## config.mk

```make
export PLATFORM = sky130hd
export DESIGN_NAME = abb_endpoint
export DESIGN_NICKNAME = d
export VERILOG_FILES = /design/src/hw/rtl/abb_pkg.sv /design/src/hw/rtl/abb_endpoint.sv
export SDC_FILE = /design/constraint.sdc
export NUM_CORES = 2
export LEC_CHECK = 0
export ABC_AREA = 1
export ABC_CLOCK_PERIOD_IN_PS = 3000
export BUFFER_PORTS_ARGS = -buffer_cell sky130_fd_sc_hd__clkbuf_2
export CAP_MARGIN = 15
export CORE_ASPECT_RATIO = 1.75
export CORE_MARGIN = 1
export CORE_UTILIZATION = 39
export CTS_BUF_LIST = sky130_fd_sc_hd__clkbuf_2
export DETAILED_ROUTE_END_ITERATION = 8
export GPL_TIMING_DRIVEN = 0
export HOLD_SLACK_MARGIN = 0.15
export SYNTH_ARGS = -nofsm -noshare
export SYNTH_HDL_FRONTEND = slang
export SYNTH_SLANG_ARGS = --single-unit
```

## constraint.sdc

```tcl
create_clock -name clk_i -period 3 [get_ports clk_i]
set_input_delay 0.9 -clock clk_i [delete_from_list [all_inputs] [get_ports clk_i]]
set_output_delay 0.9 -clock clk_i [all_outputs]
set_load 0.01 [all_outputs]
```

## src/hw/rtl/abb_pkg.sv

```systemverilog
// ----------------------------------------------------------------------------
// abb_pkg
// Shared constants and types for the arc bounding box pipeline.
// ----------------------------------------------------------------------------
package abb_pkg;

  // default widths handed to the top level parameters
  localparam int unsigned CoordWidthDef = 24;
  localparam int unsigned TrigFracDef   = 16;

  // fixed field widths
  localparam int unsigned StartWidth  = 16;
  localparam int unsigned SweepWidth  = 10;
  localparam int unsigned AngleWidth  = 9;   // 0..359
  localparam int unsigned SpanWidth   = 10;  // 0..719
  localparam int unsigned TblIdxWidth = 7;   // 0..90
  localparam int unsigned TblDepth    = 91;

  // angle landmarks in degrees
  localparam int unsigned QuarterTurn      = 90;
  localparam int unsigned HalfTurn         = 180;
  localparam int unsigned ThreeQuarterTurn = 270;
  localparam int unsigned FullTurn         = 360;

  // modulo 360 by reciprocal multiply: offset keeps the operand positive,
  // the quotient by 360 equals (v * RecipMul) >> RecipShift for all v below
  // 2^NormWidth
  localparam int unsigned NormWidth  = 17;
  localparam int unsigned NormOffset = 36000;
  localparam int unsigned RecipMul   = 93207;
  localparam int unsigned RecipWidth = 17;
  localparam int unsigned RecipShift = 25;
  localparam int unsigned QuotWidth  = 8;

  // sweep saturation limits
  localparam logic signed [SweepWidth-1:0] SweepMax = 10'sd360;
  localparam logic signed [SweepWidth-1:0] SweepMin = -10'sd360;

  // pi in Q30
  localparam longint PiQ30 = 64'sd3373259426;

  // box sides pushed out to the full circle
  typedef struct packed {
    logic max_y;
    logic min_x;
    logic min_y;
    logic max_x;
  } cross_t;

endpackage

```

## src/hw/rtl/abb_endpoint.sv

```systemverilog
// ----------------------------------------------------------------------------
// abb_endpoint
// Two pipeline stages: radius times sine and cosine, then the center added
// in fixed point to give both endpoints.
// ----------------------------------------------------------------------------
module abb_endpoint #(
  parameter int unsigned CoordWidth   = abb_pkg::CoordWidthDef,
  parameter int unsigned TrigFracBits = abb_pkg::TrigFracDef
) (
  input  logic                                     clk_i,
  input  logic                                     rst_ni,
  input  logic                                     valid_i,
  input  abb_pkg::cross_t                          cross_i,
  input  logic signed [TrigFracBits+1:0]           sin0_i,
  input  logic signed [TrigFracBits+1:0]           cos0_i,
  input  logic signed [TrigFracBits+1:0]           sin1_i,
  input  logic signed [TrigFracBits+1:0]           cos1_i,
  input  logic        [CoordWidth-2:0]             radius_i,
  input  logic signed [CoordWidth-1:0]             ctr_x_i,
  input  logic signed [CoordWidth-1:0]             ctr_y_i,
  output logic                                     valid_o,
  output abb_pkg::cross_t                          cross_o,
  output logic signed [CoordWidth+TrigFracBits+1:0] x0_o,
  output logic signed [CoordWidth+TrigFracBits+1:0] y0_o,
  output logic signed [CoordWidth+TrigFracBits+1:0] x1_o,
  output logic signed [CoordWidth+TrigFracBits+1:0] y1_o
);
  import abb_pkg::*;

  localparam int unsigned EpWidth = CoordWidth + TrigFracBits + 2;

  logic signed [CoordWidth-1:0]              rad_s;
  logic                                      s4_valid_q;
  cross_t                                    s4_cross_q;
  logic signed [EpWidth-1:0]                 px0_q;
  logic signed [EpWidth-1:0]                 py0_q;
  logic signed [EpWidth-1:0]                 px1_q;
  logic signed [EpWidth-1:0]                 py1_q;
  logic signed [CoordWidth+TrigFracBits-1:0] cx_sh;
  logic signed [CoordWidth+TrigFracBits-1:0] cy_sh;

  assign rad_s = $signed({1'b0, radius_i});

  // stage 4: radius products
  always_ff @(posedge clk_i or negedge rst_ni) begin
    if (!rst_ni) begin
      s4_valid_q <= 1'b0;
    end else begin
      s4_valid_q <= valid_i;
    end
  end

  always_ff @(posedge clk_i) begin
    s4_cross_q <= cross_i;
    px0_q      <= EpWidth'(rad_s) * EpWidth'(cos0_i);
    py0_q      <= EpWidth'(rad_s) * EpWidth'(sin0_i);
    px1_q      <= EpWidth'(rad_s) * EpWidth'(cos1_i);
    py1_q      <= EpWidth'(rad_s) * EpWidth'(sin1_i);
  end

  // center scaled to the fixed-point grid
  assign cx_sh = $signed({ctr_x_i, {TrigFracBits{1'b0}}});
  assign cy_sh = $signed({ctr_y_i, {TrigFracBits{1'b0}}});

  // stage 5: endpoint sums
  always_ff @(posedge clk_i or negedge rst_ni) begin
    if (!rst_ni) begin
      valid_o <= 1'b0;
    end else begin
      valid_o <= s4_valid_q;
    end
  end

  always_ff @(posedge clk_i) begin
    cross_o <= s4_cross_q;
    x0_o    <= EpWidth'(cx_sh) + px0_q;
    y0_o    <= EpWidth'(cy_sh) + py0_q;
    x1_o    <= EpWidth'(cx_sh) + px1_q;
    y1_o    <= EpWidth'(cy_sh) + py1_q;
  end

endmodule

```

==> results.rst <==
.. list-table::
   :header-rows: 1

   * - Metric
     - Value
   * - Final std cells w/o fill
     - 12764
   * - Global-route usage over all layers
     - around 34%
   * - Final-report setup violation count
     - 145
   * - Worst Tran Pin Value
     - 975 ps
   * - Post-synthesis average cell area
     - 7.46 um^2
   * - Category of the worst setup path capture point
     - flip-flop
   * - Average routed wire per standard cell
     - 24.3 um
   * - Worst clock skew
     - 134 ps
   * - Min-Delay Startpoint
     - ctr_x_i[21]
   * - Share of layout cells above drive strength 1
     - 14.2%
   * - Htree depth
     - 3
   * - Total clock sinks
     - around 350
   * - Remaining Overflow, GRT
     - 0
   * - Most frequently used flop master after synthesis
     - sky130_fd_sc_hd__dfxtp_1
   * - Violations in the final reports
     - setup timing
   * - Layout area overhead
     - 20.3%
   * - Cell row count
     - between 200 and 250
   * - Maximum number of pins on one net before global-route repair
     - 15
   * - Count of fill cells added during filler insertion
     - 18455
   * - Number of buffers inserted by port buffering
     - 299
   * - Last weighted congestion value of the routability-driven placer
     - 1.04
   * - Initial antenna violation count
     - 24
   * - Sequential element share of the synthesized area
     - between 9 and 10%
   * - Num CTS Buffers
     - slightly below 90
   * - Netlist Area Pre-Place
     - 71800 um^2
   * - Dominant cells by area after synthesis
     - sky130_fd_sc_hd__fa_1 (38%), sky130_fd_sc_hd__inv_1 (15%), sky130_fd_sc_hd__nand2_1 (14%), sky130_fd_sc_hd__ha_1 (12%), sky130_fd_sc_hd__dfxtp_1 (9.6%)
   * - Number of instances in the placed design
     - 12352
   * - Dpl hpwl
     - 255000 um
   * - Combined area of the multi-input logic cells
     - 55500 um^2
   * - Period utilisation layout
     - 156%
   * - Finished layout cell area
     - 86400 um^2
   * - Placed Area
     - 78600 um^2
   * - Number of routed nets with antenna violations
     - 0
   * - Final period demand of the worst path
     - 4680 ps
   * - Clock tree from TritonCTS
     - built
   * - Worst-case setup margin in the final layout
     - -1680 ps
   * - Worst Path Arrival
     - slightly above 6000 ps
   * - Min-Delay Endpoint
     - x0_o[37]
   * - Startpoint Class
     - input port
   * - Global-route wire length before repair
     - 448000 um
   * - Nets in the synthesized netlist
     - 11797
   * - Number of cell instances on the worst register-to-register path
     - 11
   * - Portion of synthesized cell area occupied by the leading cell type
     - roughly 38%
   * - I/O Pins
     - 323
   * - Max-slew headroom
     - approximately a third
   * - Count of flip-flops with a built-in enable after synthesis
     - 0
   * - Clock-pin transition on the worst setup and hold timing paths
     - 100 ps
   * - Outcome
     - finished, violations left
   * - Drt first pass iters
     - 6
   * - Share of the core filled with cells
     - 47.2%
   * - Class of the most critical setup path
     - in2reg
   * - Worst Hold Depth
     - 5
   * - DRT Wirelength
     - 311000 um
   * - Core region area
     - approximately 180000 um^2
   * - Final count of hold timing violations
     - 0
   * - Count of unique library cells instantiated by Yosys
     - 36
   * - Largest fanout of any net on the critical path
     - 5
   * - Flip-flop and latch area
     - 6940 um^2
   * - Register-to-register setup slack
     - around 420 ps
   * - CTS Buffer Depth
     - 3
   * - Via count of the first global-routing pass
     - 69036
   * - Final nets
     - ~12000
   * - Cell taking the most area after synthesis
     - sky130_fd_sc_hd__fa_1
   * - RSZ-0062 raised after global routing
     - true
   * - Initial detailed-routing violation count
     - around 3600
   * - Clock latency on the worst-skew pair
     - 1630 ps
   * - Vias post-DR
     - 64099
   * - Worst setup slack before clock tree synthesis
     - -4280 ps
   * - Async set-or-reset flop fraction in the synthesized netlist
     - 0.578%
   * - Max Fclk
     - 214 MHz
   * - Via count normalized by instance count
     - 5.02
   * - Max-cap viol count
     - 0
   * - Number of warnings printed during yosys synthesis
     - 0
   * - Die height
     - 570 um
   * - Endpoint of the most critical register-to-register path
     - y0_o[40]
   * - Required time of the worst setup path
     - 4410 ps
   * - Class of the tightest hold or removal check
     - in2reg
   * - Startpoint of the worst register-to-register path
     - py0_q[16]
   * - Total die area
     - 186000 um^2
   * - Clock root cell
     - sky130_fd_sc_hd__clkbuf_2
   * - Post-detailed-route DRC marker count
     - 0
   * - Gate Count Post-Synth
     - 9627
   * - Die extent in x
     - 326 um
   * - Starting density of the core
     - between 30% and 40%
   * - Max-slew violation count
     - 0
   * - Yosys reg bits
     - 346
-- worst max-delay path, cell delays in order --
cell and delay [ps]:
sky130_fd_sc_hd__clkbuf_16 140, sky130_fd_sc_hd__clkbuf_16 140, sky130_fd_sc_hd__clkinvlp_4 160, sky130_fd_sc_hd__buf_4 180, sky130_fd_sc_hd__clkbuf_8 150, sky130_fd_sc_hd__nor2_2 120, sky130_fd_sc_hd__fa_1 460, sky130_fd_sc_hd__fa_1 550
sky130_fd_sc_hd__fa_1 450, sky130_fd_sc_hd__fa_1 470, sky130_fd_sc_hd__fa_1 490, sky130_fd_sc_hd__inv_1 50, sky130_fd_sc_hd__fa_1 530, sky130_fd_sc_hd__inv_1 90, sky130_fd_sc_hd__ha_4 300, sky130_fd_sc_hd__nand2_1 70
sky130_fd_sc_hd__inv_2 110, sky130_fd_sc_hd__nand2_4 100, sky130_fd_sc_hd__nor2_2 130, sky130_fd_sc_hd__nand3b_1 130, sky130_fd_sc_hd__nand3_4 160, sky130_fd_sc_hd__nand2_1 90, sky130_fd_sc_hd__nand3_1 70, sky130_fd_sc_hd__nand2_1 50
-- cells in the final DEF (no fill, tap or decap), types with 117 or more instances in the layout --
cell type                     n
sky130_fd_sc_hd__a21oi_1    189
sky130_fd_sc_hd__buf_4      121
sky130_fd_sc_hd__clkbuf_2   391
sky130_fd_sc_hd__clkbuf_8   117
sky130_fd_sc_hd__dfxtp_1    344
sky130_fd_sc_hd__fa_1      1292
sky130_fd_sc_hd__ha_1       597
sky130_fd_sc_hd__inv_1     2764
sky130_fd_sc_hd__nand2_1   2659
sky130_fd_sc_hd__nand3_1    158
sky130_fd_sc_hd__nor2_1     324
-- cells in the mapped netlist (10+ instances only) --
| cell | instances |
|---|---|
| sky130_fd_sc_hd__a21oi_1 | 251 |
| sky130_fd_sc_hd__buf_1 | 10 |
| sky130_fd_sc_hd__clkbuf_1 | 313 |
| sky130_fd_sc_hd__dfxtp_1 | 344 |
| sky130_fd_sc_hd__fa_1 | 1348 |
| sky130_fd_sc_hd__ha_1 | 672 |
| sky130_fd_sc_hd__inv_1 | 2836 |
| sky130_fd_sc_hd__nand2_1 | 2755 |
| sky130_fd_sc_hd__nand2_2 | 37 |
| sky130_fd_sc_hd__nand3_1 | 166 |
| sky130_fd_sc_hd__nand3_2 | 20 |
| sky130_fd_sc_hd__nand3b_1 | 15 |
| sky130_fd_sc_hd__nand4_1 | 51 |
| sky130_fd_sc_hd__nor2_1 | 381 |
| sky130_fd_sc_hd__nor2_2 | 10 |
| sky130_fd_sc_hd__nor3_1 | 55 |
| sky130_fd_sc_hd__o21a_1 | 13 |
| sky130_fd_sc_hd__o21ai_0 | 109 |
| sky130_fd_sc_hd__o21bai_1 | 32 |
| sky130_fd_sc_hd__xnor2_1 | 39 |
| sky130_fd_sc_hd__xor2_1 | 113 |
-- sequential cells by signal, indices dropped and copies added, names as in the netlist --
name	cells
px1_q	42
py0_q	42
valid_o	1
py1_q	42
px0_q	42
y0_o	42
y1_o	42
s4_valid_q	1
s4_cross_q	4
x1_o	42
cross_o	4
x0_o	42
-- area by class of cell --
type,instances,share of cell area [%]
Multi-Input combinational cell,6115,64.3
Inverter,2838,12.4
Sequential cell,346,8.03
Buffer,328,5.83
Timing Repair Buffer,545,4.94
Tap cell,2415,3.50
Clock buffer,115,0.666
Clock inverter,43,0.327
Antenna cell,19,0.0550
-- layer usage --
metal / track usage (%) / up-vias / part of all wire (%)
met5: 0 / - / 0.029
met2: 59.0 / 2796 / 49
met3: 6.56 / 1186 / 6.6
met4: 34.3 / 14 / 13
met1: 32.1 / 31331 / 31
li1: - / 28772 / -
-- how the worst max path moves through the flow --
stage,from,to,slack (ps),cells after the start
3_3_place_gp,radius_i[0],px1_q[21],-4790,21
2_1_floorplan,radius_i[15],px1_q[38],-2560,25
5_1_grt,sin0_i[9],py0_q[22],-1780,20
4_1_cts,radius_i[8],px0_q[36],-1640,22
6_report,cos0_i[17],px0_q[41],-1680,24
3_5_place_dp,radius_i[0],px1_q[18],-4280,21
-- kinds of logic (layout without fill, tap and decap cells) --
family / Yosys count / count (layout) / synth area share [%]
adder cells (fa/ha/maj): 2020 / 2020 / 49.3
buffers and inverters: 3166 / 3869 / 16.6
other: 0 / 19 / 0
AO/OA/AOI/OAI: 427 / 427 / 3.21
flip-flops: 346 / 346 / 9.66
AND/OR/NAND/NOR: 3516 / 3516 / 19.5
XOR/XNOR: 152 / 152 / 1.85
-- per-stage QoR --
stage	TNS [ps]	hold WS, ps
2_1_floorplan	-339220	310
3_3_place_gp	-625140	310
3_5_place_dp	-551070	312
4_1_cts	-187460	152
5_1_grt	-209860	140
6_report	-188170	175
-- timing repair --
action | 4_1_cts | 5_1_grt
endpoints found under the hold margin | 124 | 0
pin swaps | 49 | 111
setup buffers | 56 | 75
setup endpoints to repair | 155 | 149
hold buffers | 91 | 0
resized for setup | 805 | 386
gates cloned | 5 | 8
Power is left out: the tool's default activity adds up to more than one toggle a clock period on the data nets, which glitch-free logic cannot reach.
