<file path="src/hw/rtl/abb_pkg.sv">
// ----------------------------------------------------------------------------
// abb_pkg
// Shared constants and types for the arc bounding box pipeline.
// ----------------------------------------------------------------------------
package abb_pkg;

  // default widths handed to the top level parameters
  localparam int unsigned CoordWidthDef = 24;
  localparam int unsigned TrigFracDef   = 16;

  // fixed field widths
  localparam int unsigned StartWidth  = 16;
  localparam int unsigned SweepWidth  = 10;
  localparam int unsigned AngleWidth  = 9;   // 0..359
  localparam int unsigned SpanWidth   = 10;  // 0..719
  localparam int unsigned TblIdxWidth = 7;   // 0..90
  localparam int unsigned TblDepth    = 91;

  // angle landmarks in degrees
  localparam int unsigned QuarterTurn      = 90;
  localparam int unsigned HalfTurn         = 180;
  localparam int unsigned ThreeQuarterTurn = 270;
  localparam int unsigned FullTurn         = 360;

  // modulo 360 by reciprocal multiply: offset keeps the operand positive,
  // the quotient by 360 equals (v * RecipMul) >> RecipShift for all v below
  // 2^NormWidth
  localparam int unsigned NormWidth  = 17;
  localparam int unsigned NormOffset = 36000;
  localparam int unsigned RecipMul   = 93207;
  localparam int unsigned RecipWidth = 17;
  localparam int unsigned RecipShift = 25;
  localparam int unsigned QuotWidth  = 8;

  // sweep saturation limits
  localparam logic signed [SweepWidth-1:0] SweepMax = 10'sd360;
  localparam logic signed [SweepWidth-1:0] SweepMin = -10'sd360;

  // pi in Q30
  localparam longint PiQ30 = 64'sd3373259426;

  // box sides pushed out to the full circle
  typedef struct packed {
    logic max_y;
    logic min_x;
    logic min_y;
    logic max_x;
  } cross_t;

endpackage

</file>
<file path="src/hw/rtl/abb_angle_norm.sv">
// ----------------------------------------------------------------------------
// abb_angle_norm
// Two pipeline stages: saturate the sweep, reduce both endpoint angles
// modulo 360 and form the crossing span lo..hi.
// ----------------------------------------------------------------------------
module abb_angle_norm (
  input  logic                                   clk_i,
  input  logic                                   rst_ni,
  input  logic                                   valid_i,
  input  logic signed [abb_pkg::StartWidth-1:0]  start_angle_i,
  input  logic signed [abb_pkg::SweepWidth-1:0]  sweep_angle_i,
  output logic                                   valid_o,
  output logic        [abb_pkg::AngleWidth-1:0]  a0_o,
  output logic        [abb_pkg::AngleWidth-1:0]  a1_o,
  output logic        [abb_pkg::SpanWidth-1:0]   lo_o,
  output logic        [abb_pkg::SpanWidth-1:0]   hi_o
);
  import abb_pkg::*;

  localparam int unsigned ExtWidth  = NormWidth + 1;
  localparam int unsigned ProdWidth = NormWidth + RecipWidth;
  localparam logic signed [ExtWidth-1:0] OffsetS = ExtWidth'(NormOffset);
  localparam logic [ProdWidth-1:0] RecipK = ProdWidth'(RecipMul);
  localparam logic [NormWidth-1:0] TurnN  = NormWidth'(FullTurn);

  logic signed [SweepWidth-1:0] sw_clamp;
  logic signed [ExtWidth-1:0]   st_ext;
  logic signed [ExtWidth-1:0]   sw_ext;
  logic signed [ExtWidth-1:0]   v0_ext;
  logic signed [ExtWidth-1:0]   v1_ext;
  logic        [ProdWidth-1:0]  p0;
  logic        [ProdWidth-1:0]  p1;

  logic                         s1_valid_q;
  logic        [NormWidth-1:0]  v0_q;
  logic        [NormWidth-1:0]  v1_q;
  logic        [QuotWidth-1:0]  q0_q;
  logic        [QuotWidth-1:0]  q1_q;
  logic signed [SweepWidth-1:0] sw_q;

  logic        [NormWidth-1:0]  r0;
  logic        [NormWidth-1:0]  r1;
  logic        [SpanWidth-1:0]  sw_mag;
  logic        [SpanWidth-1:0]  lo_d;

  // sweep saturation to one full turn
  always_comb begin
    if (sweep_angle_i > SweepMax) begin
      sw_clamp = SweepMax;
    end else if (sweep_angle_i < SweepMin) begin
      sw_clamp = SweepMin;
    end else begin
      sw_clamp = sweep_angle_i;
    end
  end

  // offset to positive, then quotient by reciprocal multiply
  assign st_ext = ExtWidth'(start_angle_i);
  assign sw_ext = ExtWidth'(sw_clamp);
  assign v0_ext = st_ext + OffsetS;
  assign v1_ext = st_ext + sw_ext + OffsetS;
  assign p0     = ProdWidth'(v0_ext[NormWidth-1:0]) * RecipK;
  assign p1     = ProdWidth'(v1_ext[NormWidth-1:0]) * RecipK;

  // stage 1 registers
  always_ff @(posedge clk_i or negedge rst_ni) begin
    if (!rst_ni) begin
      s1_valid_q <= 1'b0;
    end else begin
      s1_valid_q <= valid_i;
    end
  end

  always_ff @(posedge clk_i) begin
    v0_q <= v0_ext[NormWidth-1:0];
    v1_q <= v1_ext[NormWidth-1:0];
    q0_q <= p0[RecipShift +: QuotWidth];
    q1_q <= p1[RecipShift +: QuotWidth];
    sw_q <= sw_clamp;
  end

  // remainders and crossing span
  assign r0     = v0_q - NormWidth'(q0_q) * TurnN;
  assign r1     = v1_q - NormWidth'(q1_q) * TurnN;
  assign sw_mag = sw_q[SweepWidth-1] ? SpanWidth'(-sw_q) : SpanWidth'(sw_q);
  assign lo_d   = sw_q[SweepWidth-1] ? SpanWidth'(r1[AngleWidth-1:0])
                                     : SpanWidth'(r0[AngleWidth-1:0]);

  // stage 2 registers
  always_ff @(posedge clk_i or negedge rst_ni) begin
    if (!rst_ni) begin
      valid_o <= 1'b0;
    end else begin
      valid_o <= s1_valid_q;
    end
  end

  always_ff @(posedge clk_i) begin
    a0_o <= r0[AngleWidth-1:0];
    a1_o <= r1[AngleWidth-1:0];
    lo_o <= lo_d;
    hi_o <= lo_d + sw_mag;
  end

endmodule

</file>
<file path="config.mk">
export PLATFORM = sky130hd
export DESIGN_NAME = abb_angle_norm
export DESIGN_NICKNAME = d
export VERILOG_FILES = /design/src/hw/rtl/abb_pkg.sv /design/src/hw/rtl/abb_angle_norm.sv
export SDC_FILE = /design/constraint.sdc
export NUM_CORES = 1
export LEC_CHECK = 0
export BUFFER_PORTS_ARGS = -buffer_cell sky130_fd_sc_hd__buf_2
export CORE_ASPECT_RATIO = 1.75
export CORE_UTILIZATION = 30
export CTS_CLUSTER_SIZE = 14
export DETAILED_ROUTE_END_ITERATION = 6
export GPL_TIMING_DRIVEN = 0
export PLACE_DENSITY = 0.45
export SLEW_MARGIN = 30
export SYNTH_ARGS = -nofsm -noshare
export SYNTH_HDL_FRONTEND = slang
export SYNTH_SLANG_ARGS = --single-unit
</file>
<file path="constraint.sdc">
create_clock -name clk_i -period 9.8 [get_ports clk_i]
set_clock_uncertainty 0.2 [all_clocks]
set_input_delay 1.47 -clock clk_i [delete_from_list [all_inputs] [get_ports clk_i]]
set_output_delay 1.47 -clock clk_i [all_outputs]
set_load 0.02 [all_outputs]
</file>
==> results.tsv, run 1 <==
stage	metric	value	unit
worst_hold_path	min_path_type	reg2reg	
die	ios	68	
layout	utilization	0.339	
global_routing	overflow	0	
clock_tree	tritoncts	yes	
worst_setup_path	critical_path_class	in2reg	
clock_tree	clock-sinks	79	
clock_tree	cts_buffers	9	
worst_setup_path	reg2reg_to	hi_o[9]	
die	die_w	158	µm
sta	worst_pin_slew	991	ps
sta	report.final.hold_viol_count	0	
die	num_rows	100	
clock_tree	clockBufferDepth	2	
placed_design	numPortBuffers	66	
synthesis	synth_edf_count	0	
die	coreArea	42400	µm²
sta	fmax	106	MHz
synthesis	netlist_instances	1316	
routing	vias_per_cell	4.50	
synthesis	synthesis.area	12900	µm²
synthesis	syn_avg_cell_area	9.77	µm²
worst_setup_path	start_kind	input pin	
synthesis	ys_async_sr_fraction	0.0253	
global_routing	track_usage	0.163	
synthesis	syn_nets	1819	
worst_setup_path	crit_path_end_kind	flop	
synthesis	synth.top_cell.area_share	0.287	
synthesis	synth_ff_type	dfxtp_1	
clock_tree	htreeDepth	3	
routing	drt_iter0_drc	187	
worst_setup_path	r2r_cells	15	
synthesis	synth.area.top_cells	ha_1, fa_1, dfxtp_1	
job	maxCapViolations	0	
synthesis	yosys.area.top_type	ha_1	
worst_setup_path	reg2reg_slack	5610	ps
layout	most-common-layout-cells	inv_1, ha_1, fa_1	
sta	setup_viol	0	
routing	dr.pass1.iters	4	
layout	drive_gt1_frac	0.0905	
routing	wl_per_cell	16.7	µm
layout	final_common_cell	inv_1	
layout	nets	1901	
routing	wirelength	32800	µm
clock_tree	clk_pin_slew	60	ps
placed_design	dp_hpwl	30000	µm
routing	drc	0	
sta	slew_violations	0	
routing	vias	8835	
placed_design	gp_congestion	0.876	
global_routing	grt_pass1_wl	52600	µm
clock_tree	root_buffer	clkbuf_16	
global_routing	grt_max_degree	16	
die	die_h	276	µm
worst_setup_path	cpMaxStageDelayCell	fa_1	
die	die-area	43700	µm²
synthesis	ys_seq_elements	79	
layout	antenna_cells	0	
layout	area_growth	12.0	%
layout	nFillCells	4364	
clock_tree	clk_latency	340	ps
die	start_util	0.303	
worst_setup_path	worstPathMaxFanout	5	
worst_setup_path	r2r-start	q1_q[2]	
worst_hold_path	hold_end	valid_o	
worst_hold_path	hp-start	s1_valid_q	
outcome	status	completed	
global_routing	first_global_vias	9920	
routing	postRouteAntennaNets	0	
synthesis	seq_area_frac_synth	0.124	
worst_setup_path	cp.required	9820	ps
global_routing	antenna_found_initial	0	
worst_setup_path	worstPathArrival	9420	ps
sta	period_share	0.959	
worst_hold_path	holdPathStages	0	
sta	slew_headroom	0.337	
synthesis	synth_cell_types	54	
sta	timing.final.crit_period	9390	ps
worst_setup_path	cpPeakStageDelay	560	ps
synthesis	yosysWarnings	0	
clock_tree	ctsHoldBuffers	0	
==> timing repair <==
| action | in CTS | in global routing |
|---|---|---|
| buffers inserted | 1 | 4 |
| resized for setup | 13 | 17 |
| pin swaps | 3 | 10 |
| endpoints found under the setup margin | 6 | 6 |
==> routing by layer <==
| metal | global-route usage | part of all wire | vias to the layer above | wire (µm) |
|---|---|---|---|---|
| li1 | - | - | 4365 | - |
| met3 | 0.0133 | 0.017 | 47 | 564 |
| met5 | 0 | 0 | - | 0 |
| met2 | 0.340 | 0.59 | 106 | 19500 |
| met1 | 0.160 | 0.35 | 4317 | 11500 |
| met4 | 0.0590 | 0.037 | 0 | 1220 |
==> through the flow <==
stage | area, µm² | hold WS, ps | std cells | setup WS [ps] | TNS, ps
floorplan | 12900 | 126 | 1316 | 640 | 0
global placement | 13900 | 137 | 1943 | -1060 | -5640
detailed placement | 13900 | 137 | 1943 | -1000 | -5550
CTS | 14300 | 152 | 1960 | 11.4 | 0
global route | 14400 | 166 | 1964 | -10.7 | -21.5
finish | 14400 | 149 | 1964 | 405 | 0
==> synth_stat cells (all sizes together) (2+ instances only) <==
library cell,number
o21ai,27
clkbuf,4
dfrtp,2
a21o,25
nor2b,11
ha,295
mux2i,5
a21boi,2
or4,2
nand2,26
xnor2,60
and2,2
a211oi,8
fa,179
a221oi,3
a2111oi,3
nand2b,12
a21oi,43
xor2,20
o21bai,5
nand4,7
dfxtp,77
nand3b,3
mux2,9
nor4,5
o21a,9
and3,8
nor3,13
o2111ai,3
o41ai,2
o31ai,3
nor2,35
or3,4
inv,366
o211ai,8
nand3,12
a31oi,5
==> cell families (layout without fill, tap and decap cells) <==
| group | after synthesis | after routing | share of synthesized area |
|---|---|---|---|
| AO/OA/AOI/OAI | 154 | 154 | 0.0786 |
| XOR/XNOR | 80 | 80 | 0.0545 |
| adder cells (fa/ha/maj) | 474 | 474 | 0.566 |
| buffers and inverters | 371 | 458 | 0.109 |
| flip-flops | 79 | 79 | 0.124 |
| multiplexers | 14 | 14 | 0.0121 |
| other | 1 | 1 | 0.000292 |
| AND/OR/NAND/NOR | 143 | 143 | 0.0562 |
==> worst max-delay path: cells and delay by family <==
kind	cells	cell delay [ps]
and+or+nand+nor	4	580
AOI/OAI and AO/OA	12	1870
adders and majority gates	11	4470
xor gates and xnor gates	2	340
buffers and inverters	8	660
==> state kept, by name (all words and copies together), names as in the netlist <==
name,cells
sw_q,10
v0_q,9
q0_q,6
a1_o,9
hi_o,10
s1_valid_q,1
v1_q,9
valid_o,1
a0_o,9
lo_o,9
q1_q,6
==> area by class of cell <==
cell class	count	area, µm²	area share
buffer	5	22.5	0.00156
clock buffer	9	225	0.0156
clock inverter	7	80.1	0.00556
inverter	366	1370	0.0954
multi-input combinational	866	10000	0.697
sequential	79	1590	0.111
tap	561	702	0.0488
timing repair buffer	71	368	0.0255
==> worst max path at each step <==
stage | endpoint | from | slack, ps
finish | q1_q[4] | sweep_angle_i[4] | 410
detailed placement | q1_q[2] | sweep_angle_i[2] | -1000
global placement | q1_q[5] | sweep_angle_i[2] | -1060
global route | q1_q[4] | sweep_angle_i[4] | -10
floorplan | q1_q[5] | sweep_angle_i[4] | 640
CTS | q1_q[4] | sweep_angle_i[4] | 10
Power of run 1 is not shown: default switching activity piles up to over one toggle a cycle in this logic, so the estimate is an artifact.
==> run 2, diff against run 1 <==
==> constraint.sdc (replaced) <==
create_clock -name clk_i -period 9.8 [get_ports clk_i]
set_clock_uncertainty 0.2 [all_clocks]
set_input_delay 0.49 -clock clk_i [delete_from_list [all_inputs] [get_ports clk_i]]
set_output_delay 0.49 -clock clk_i [all_outputs]
set_load 0.02 [all_outputs]
==> run 2 against run 1 <==
Effect of this change:
- worst hold slack got worse by 97 ps
- non-clock buffer count decreased by 4
- fmax up 3.0%
- final cell count down 0.20%
==> results.tsv, run 2 (synthesis gave the netlist of run 1 again) <==
stage	metric	value	unit
job	maxCapViolations	0	
layout	most-common-layout-cells	inv_1, ha_1, fa_1	
clock_tree	clk_pin_slew	60	ps
layout	final_common_cell	inv_1	
routing	wl_per_cell	16.6	µm
clock_tree	htreeDepth	3	
worst_setup_path	reg2reg_slack	5610	ps
layout	top_regs	hi_o x10, sw_q x10	
clock_tree	root_buffer	clkbuf_16	
global_routing	antenna_found_initial	0	
clock_tree	clockBufferDepth	2	
die	die_h	276	µm
worst_setup_path	cpPeakStageDelay	580	ps
worst_setup_path	critical_path_class	in2reg	
clock_tree	tritoncts	yes	
worst_hold_path	holdPathStages	1	
clock_tree	clock-sinks	79	
sta	slew_headroom	0.339	
global_routing	overflow	0	
worst_hold_path	hold_end	s1_valid_q	
worst_setup_path	worstPathArrival	9140	ps
layout	area_growth	10.9	%
placed_design	dp_hpwl	30000	µm
die	die_w	158	µm
sta	rsz0062_at_grt	false	
routing	wirelength	32600	µm
worst_hold_path	hp-start	valid_i	
worst_hold_path	min_path_type	in2reg	
worst_setup_path	worstPathMaxFanout	10	
global_routing	grt_pass1_wl	52500	µm
die	ios	68	
sta	setup_viol	0	
routing	postRouteAntennaNets	0	
layout	antenna_cells	0	
worst_setup_path	crit_path_end_kind	flop	
sta	slew_violations	0	
global_routing	grt_max_degree	16	
sta	timing.final.crit_period	9120	ps
clock_tree	clk_latency	340	ps
worst_setup_path	start_kind	input pin	
layout	drive_gt1_frac	0.0736	
worst_setup_path	r2r_cells	15	
worst_setup_path	cp.required	9820	ps
routing	drt_iter0_drc	190	
sta	worst_pin_slew	988	ps
die	coreArea	42400	µm²
global_routing	first_global_vias	9850	
die	die-area	43700	µm²
routing	vias_per_cell	4.49	
global_routing	track_usage	0.163	
die	num_rows	100	
clock_tree	cts_buffers	9	
outcome	status	completed	
worst_setup_path	cpMaxStageDelayCell	xor2_1	
worst_setup_path	crit_top_cell	fa_1	
layout	nets	1897	
routing	vias	8795	
layout	stdcell_area	14200	µm²
die	start_util	0.303	
routing	drc	0	
worst_setup_path	reg2reg_to	hi_o[9]	
placed_design	gp_congestion	0.876	
placed_design	place_area	13900	µm²
sta	period_share	0.931	
sta	report.final.hold_viol_count	0	
routing	dr.pass1.iters	4	
placed_design	numPortBuffers	66	
worst_setup_path	r2r-start	q1_q[2]	
sta	fmax	110	MHz
[run 2: per-stage QoR]
stage	util	std cells	hold slack [ps]	TNS (ps)	setup WS, ps
floorplan	-	1316	-5.59	0	1620
global placement	0.327	1943	74.6	-93.5	-78.9
detailed placement	0.328	1943	76.2	-40.6	-21.8
CTS	0.335	1960	35.6	0	305
global route	0.336	1960	41.4	0	93.1
finish	0.336	1960	52.7	0	679
[run 2: layout make-up]
type / count / area [µm²]
tap: 561 / 702
timing repair buffer: 67 / 340
sequential: 79 / 1590
clock buffer: 9 / 225
inverter: 366 / 1370
clock inverter: 7 / 80.1
fill: 4371 / 28200
multi-input combinational: 866 / 9910
buffer: 5 / 22.5
[run 2: worst max-delay path by stage]
| stage | startpoint | slack (ps) | to |
|---|---|---|---|
| 5_1_grt | sweep_angle_i[2] | 90 | q1_q[4] |
| 3_5_place_dp | sweep_angle_i[2] | -20 | q1_q[2] |
| 2_1_floorplan | sweep_angle_i[4] | 1620 | q1_q[5] |
| 3_3_place_gp | sweep_angle_i[2] | -80 | q1_q[5] |
| 6_report | sweep_angle_i[2] | 680 | q1_q[4] |
| 4_1_cts | sweep_angle_i[2] | 310 | q1_q[2] |
[run 2: routing by layer]
| metal | share of wire | vias up | GRT usage |
|---|---|---|---|
| li1 | - | 4361 | - |
| met1 | 0.35 | 4283 | 0.160 |
| met2 | 0.59 | 101 | 0.339 |
| met3 | 0.015 | 50 | 0.0129 |
| met4 | 0.039 | 0 | 0.0602 |
| met5 | 0 | - | 0 |
[run 2: timing repair]
action                                 CTS  global route
setup endpoints to repair                0             6
resized for setup                        0             2
endpoints found under the hold margin    2             0
setup buffers                            0             0
hold buffers                             1             0
[run 2: worst max-delay path: cells and delay by family]
kind	cells	cell delay [ps]
AOI/OAI and AO/OA	9	2050
buffers and inverters	5	350
adders and majority gates	9	3650
and+or+nand+nor	7	1510
xor gates and xnor gates	3	1050
Power of run 2 is left out for the same reason.
==> run 3, diff against run 2 <==
--- a/config.mk
+++ b/config.mk
@@ -8,10 +8,12 @@
 export BUFFER_PORTS_ARGS = -buffer_cell sky130_fd_sc_hd__buf_2
 export CORE_ASPECT_RATIO = 1.75
 export CORE_UTILIZATION = 30
+export CTS_CLUSTER_DIAMETER = 80
 export CTS_CLUSTER_SIZE = 14
 export DETAILED_ROUTE_END_ITERATION = 6
 export GPL_TIMING_DRIVEN = 0
 export PLACE_DENSITY = 0.45
+export REMOVE_ABC_BUFFERS = 1
 export SLEW_MARGIN = 30
 export SYNTH_ARGS = -nofsm -noshare
 export SYNTH_HDL_FRONTEND = slang
==> constraint.sdc (replaced) <==
create_clock -name clk_i -period 10.05 [get_ports clk_i]
set_clock_uncertainty 0.2 [all_clocks]
set_input_delay 0.5025 -clock clk_i [delete_from_list [all_inputs] [get_ports clk_i]]
set_output_delay 0.5025 -clock clk_i [all_outputs]
set_load 0.02 [all_outputs]
==> run 3 against run 2 <==
Effect of this change:
- sequential share of layout area is essentially flat
- sequential cell count is the same
- utilization shrank 0.083 points
- largest cell class unchanged
- register-to-register slack gained 280 ps
- non-clock buffer count shrank 5
==> results.tsv, run 3 (synthesis gave the netlist of run 1 again) <==
stage	metric	value	unit
worst_setup_path	cpMaxStageDelayCell	xnor2_1	
worst_setup_path	cp.required	10080	ps
layout	top_regs	hi_o x10, sw_q x10	
sta	worst_pin_slew	981	ps
die	die_w	158	µm
routing	vias	8790	
die	start_util	0.303	
layout	nets	1892	
sta	fmax	105	MHz
sta	report.final.hold_viol_count	0	
routing	postRouteAntennaNets	0	
global_routing	grt_pass1_wl	53200	µm
clock_tree	clk_latency	340	ps
worst_hold_path	min_path_type	in2reg	
global_routing	overflow	0	
worst_setup_path	critical_path_class	in2reg	
die	ios	68	
die	num_rows	100	
clock_tree	clockBufferDepth	2	
global_routing	track_usage	0.165	
routing	drt_iter0_drc	235	
sta	period_share	0.944	
routing	dr.pass1.iters	4	
clock_tree	tritoncts	yes	
outcome	status	completed	
layout	most-common-layout-cells	inv_1, ha_1, fa_1	
placed_design	dpl.cell_count	1938	
global_routing	antenna_found_initial	0	
sta	setup_viol	0	
clock_tree	root_buffer	clkbuf_16	
clock_tree	htreeDepth	3	
routing	vias_per_cell	4.50	
global_routing	grt_max_degree	20	
layout	antenna_cells	0	
clock_tree	cts_buffers	9	
layout	final-instance-count-excl-fill	1955	
worst_setup_path	worstPathArrival	9520	ps
sta	slew_violations	0	
sta	timing.final.crit_period	9490	ps
routing	wl_per_cell	16.9	µm
global_routing	first_global_vias	10030	
clock_tree	clk_pin_slew	60	ps
sta	rsz0062_at_grt	false	
clock_tree	cts_resized	0	
placed_design	numPortBuffers	66	
routing	drc	0	
sta	fin_tns_setup	0	ps
clock_tree	clock-sinks	79	
placed_design	dp_hpwl	30200	µm
sta	slew_headroom	0.341	
worst_setup_path	cpPeakStageDelay	770	ps
layout	nFillCells	4419	
worst_setup_path	start_kind	input pin	
worst_setup_path	crit_path_end_kind	flop	
layout	final_common_cell	inv_1	
layout	area_growth	10.6	%
worst_setup_path	worstPathMaxFanout	10	
layout	drive_gt1_frac	0.0717	
worst_setup_path	crit_top_cell	fa_1	
job	maxCapViolations	0	
routing	wirelength	33100	µm
die	die_h	276	µm
placed_design	gp_congestion	0.831	
die	coreArea	42400	µm²
die	die-area	43700	µm²
-- run 3: worst paths after layout --
check	from	endpoint	slack, ps	cells past startpoint
worst max-delay path	sweep_angle_i[2]	q1_q[4]	560	35
worst min-delay path	valid_i	s1_valid_q	60	1
worst max register to register	q1_q[2]	hi_o[9]	5890	15
worst min register to register	s1_valid_q	valid_o	150	0
max in group asynchronous	rst_ni	valid_o	9290	2
min in group asynchronous	rst_ni	s1_valid_q	270	2
-- run 3: repair_timing --
action,in CTS,in global routing
endpoints found under the hold margin,2,0
hold buffers,1,0
setup buffers,0,0
setup endpoints to repair,0,0
-- run 3: worst max-delay path: cells and delay by family --
kind	cells	cell delay [ps]
adder cells (fa/ha/maj)	10	4280
AO/OA/AOI/OAI	12	2230
AND/OR/NAND/NOR	5	1100
XOR/XNOR	2	980
buffers and inverters	6	400
-- run 3: metal layers --
layer / share of wire / routed length (µm) / vias to the layer above / track usage
li1: - / - / 4343 / -
met1: 0.35 / 11600 / 4306 / 0.159
met2: 0.59 / 19600 / 91 / 0.344
met3: 0.015 / 506 / 50 / 0.0152
met4: 0.041 / 1360 / 0 / 0.0630
met5: 0 / 0 / - / 0
-- run 3: cell type report --
cell class | instances | area (µm²) | share of cell area
Multi-Input combinational cell | 866 | 9900 | 0.697
Sequential cell | 79 | 1590 | 0.112
Inverter | 366 | 1370 | 0.0966
Tap cell | 561 | 702 | 0.0494
Timing Repair Buffer | 67 | 340 | 0.0239
Clock buffer | 9 | 225 | 0.0158
Clock inverter | 7 | 80.1 | 0.00563
-- run 3: metrics by stage --
stage	util	worst slack, ps	hold WS [ps]	instance area (µm²)
final	0.335	561	62.8	14200
after global routing	0.335	35.3	55.3	14200
after CTS	0.335	568	52.3	14200
after detailed placement	0.328	252	88.9	13900
after global placement	0.327	158	87.1	13900
after floorplan	-	1860	6.91	12800
Power of run 3 is left out for the same reason.
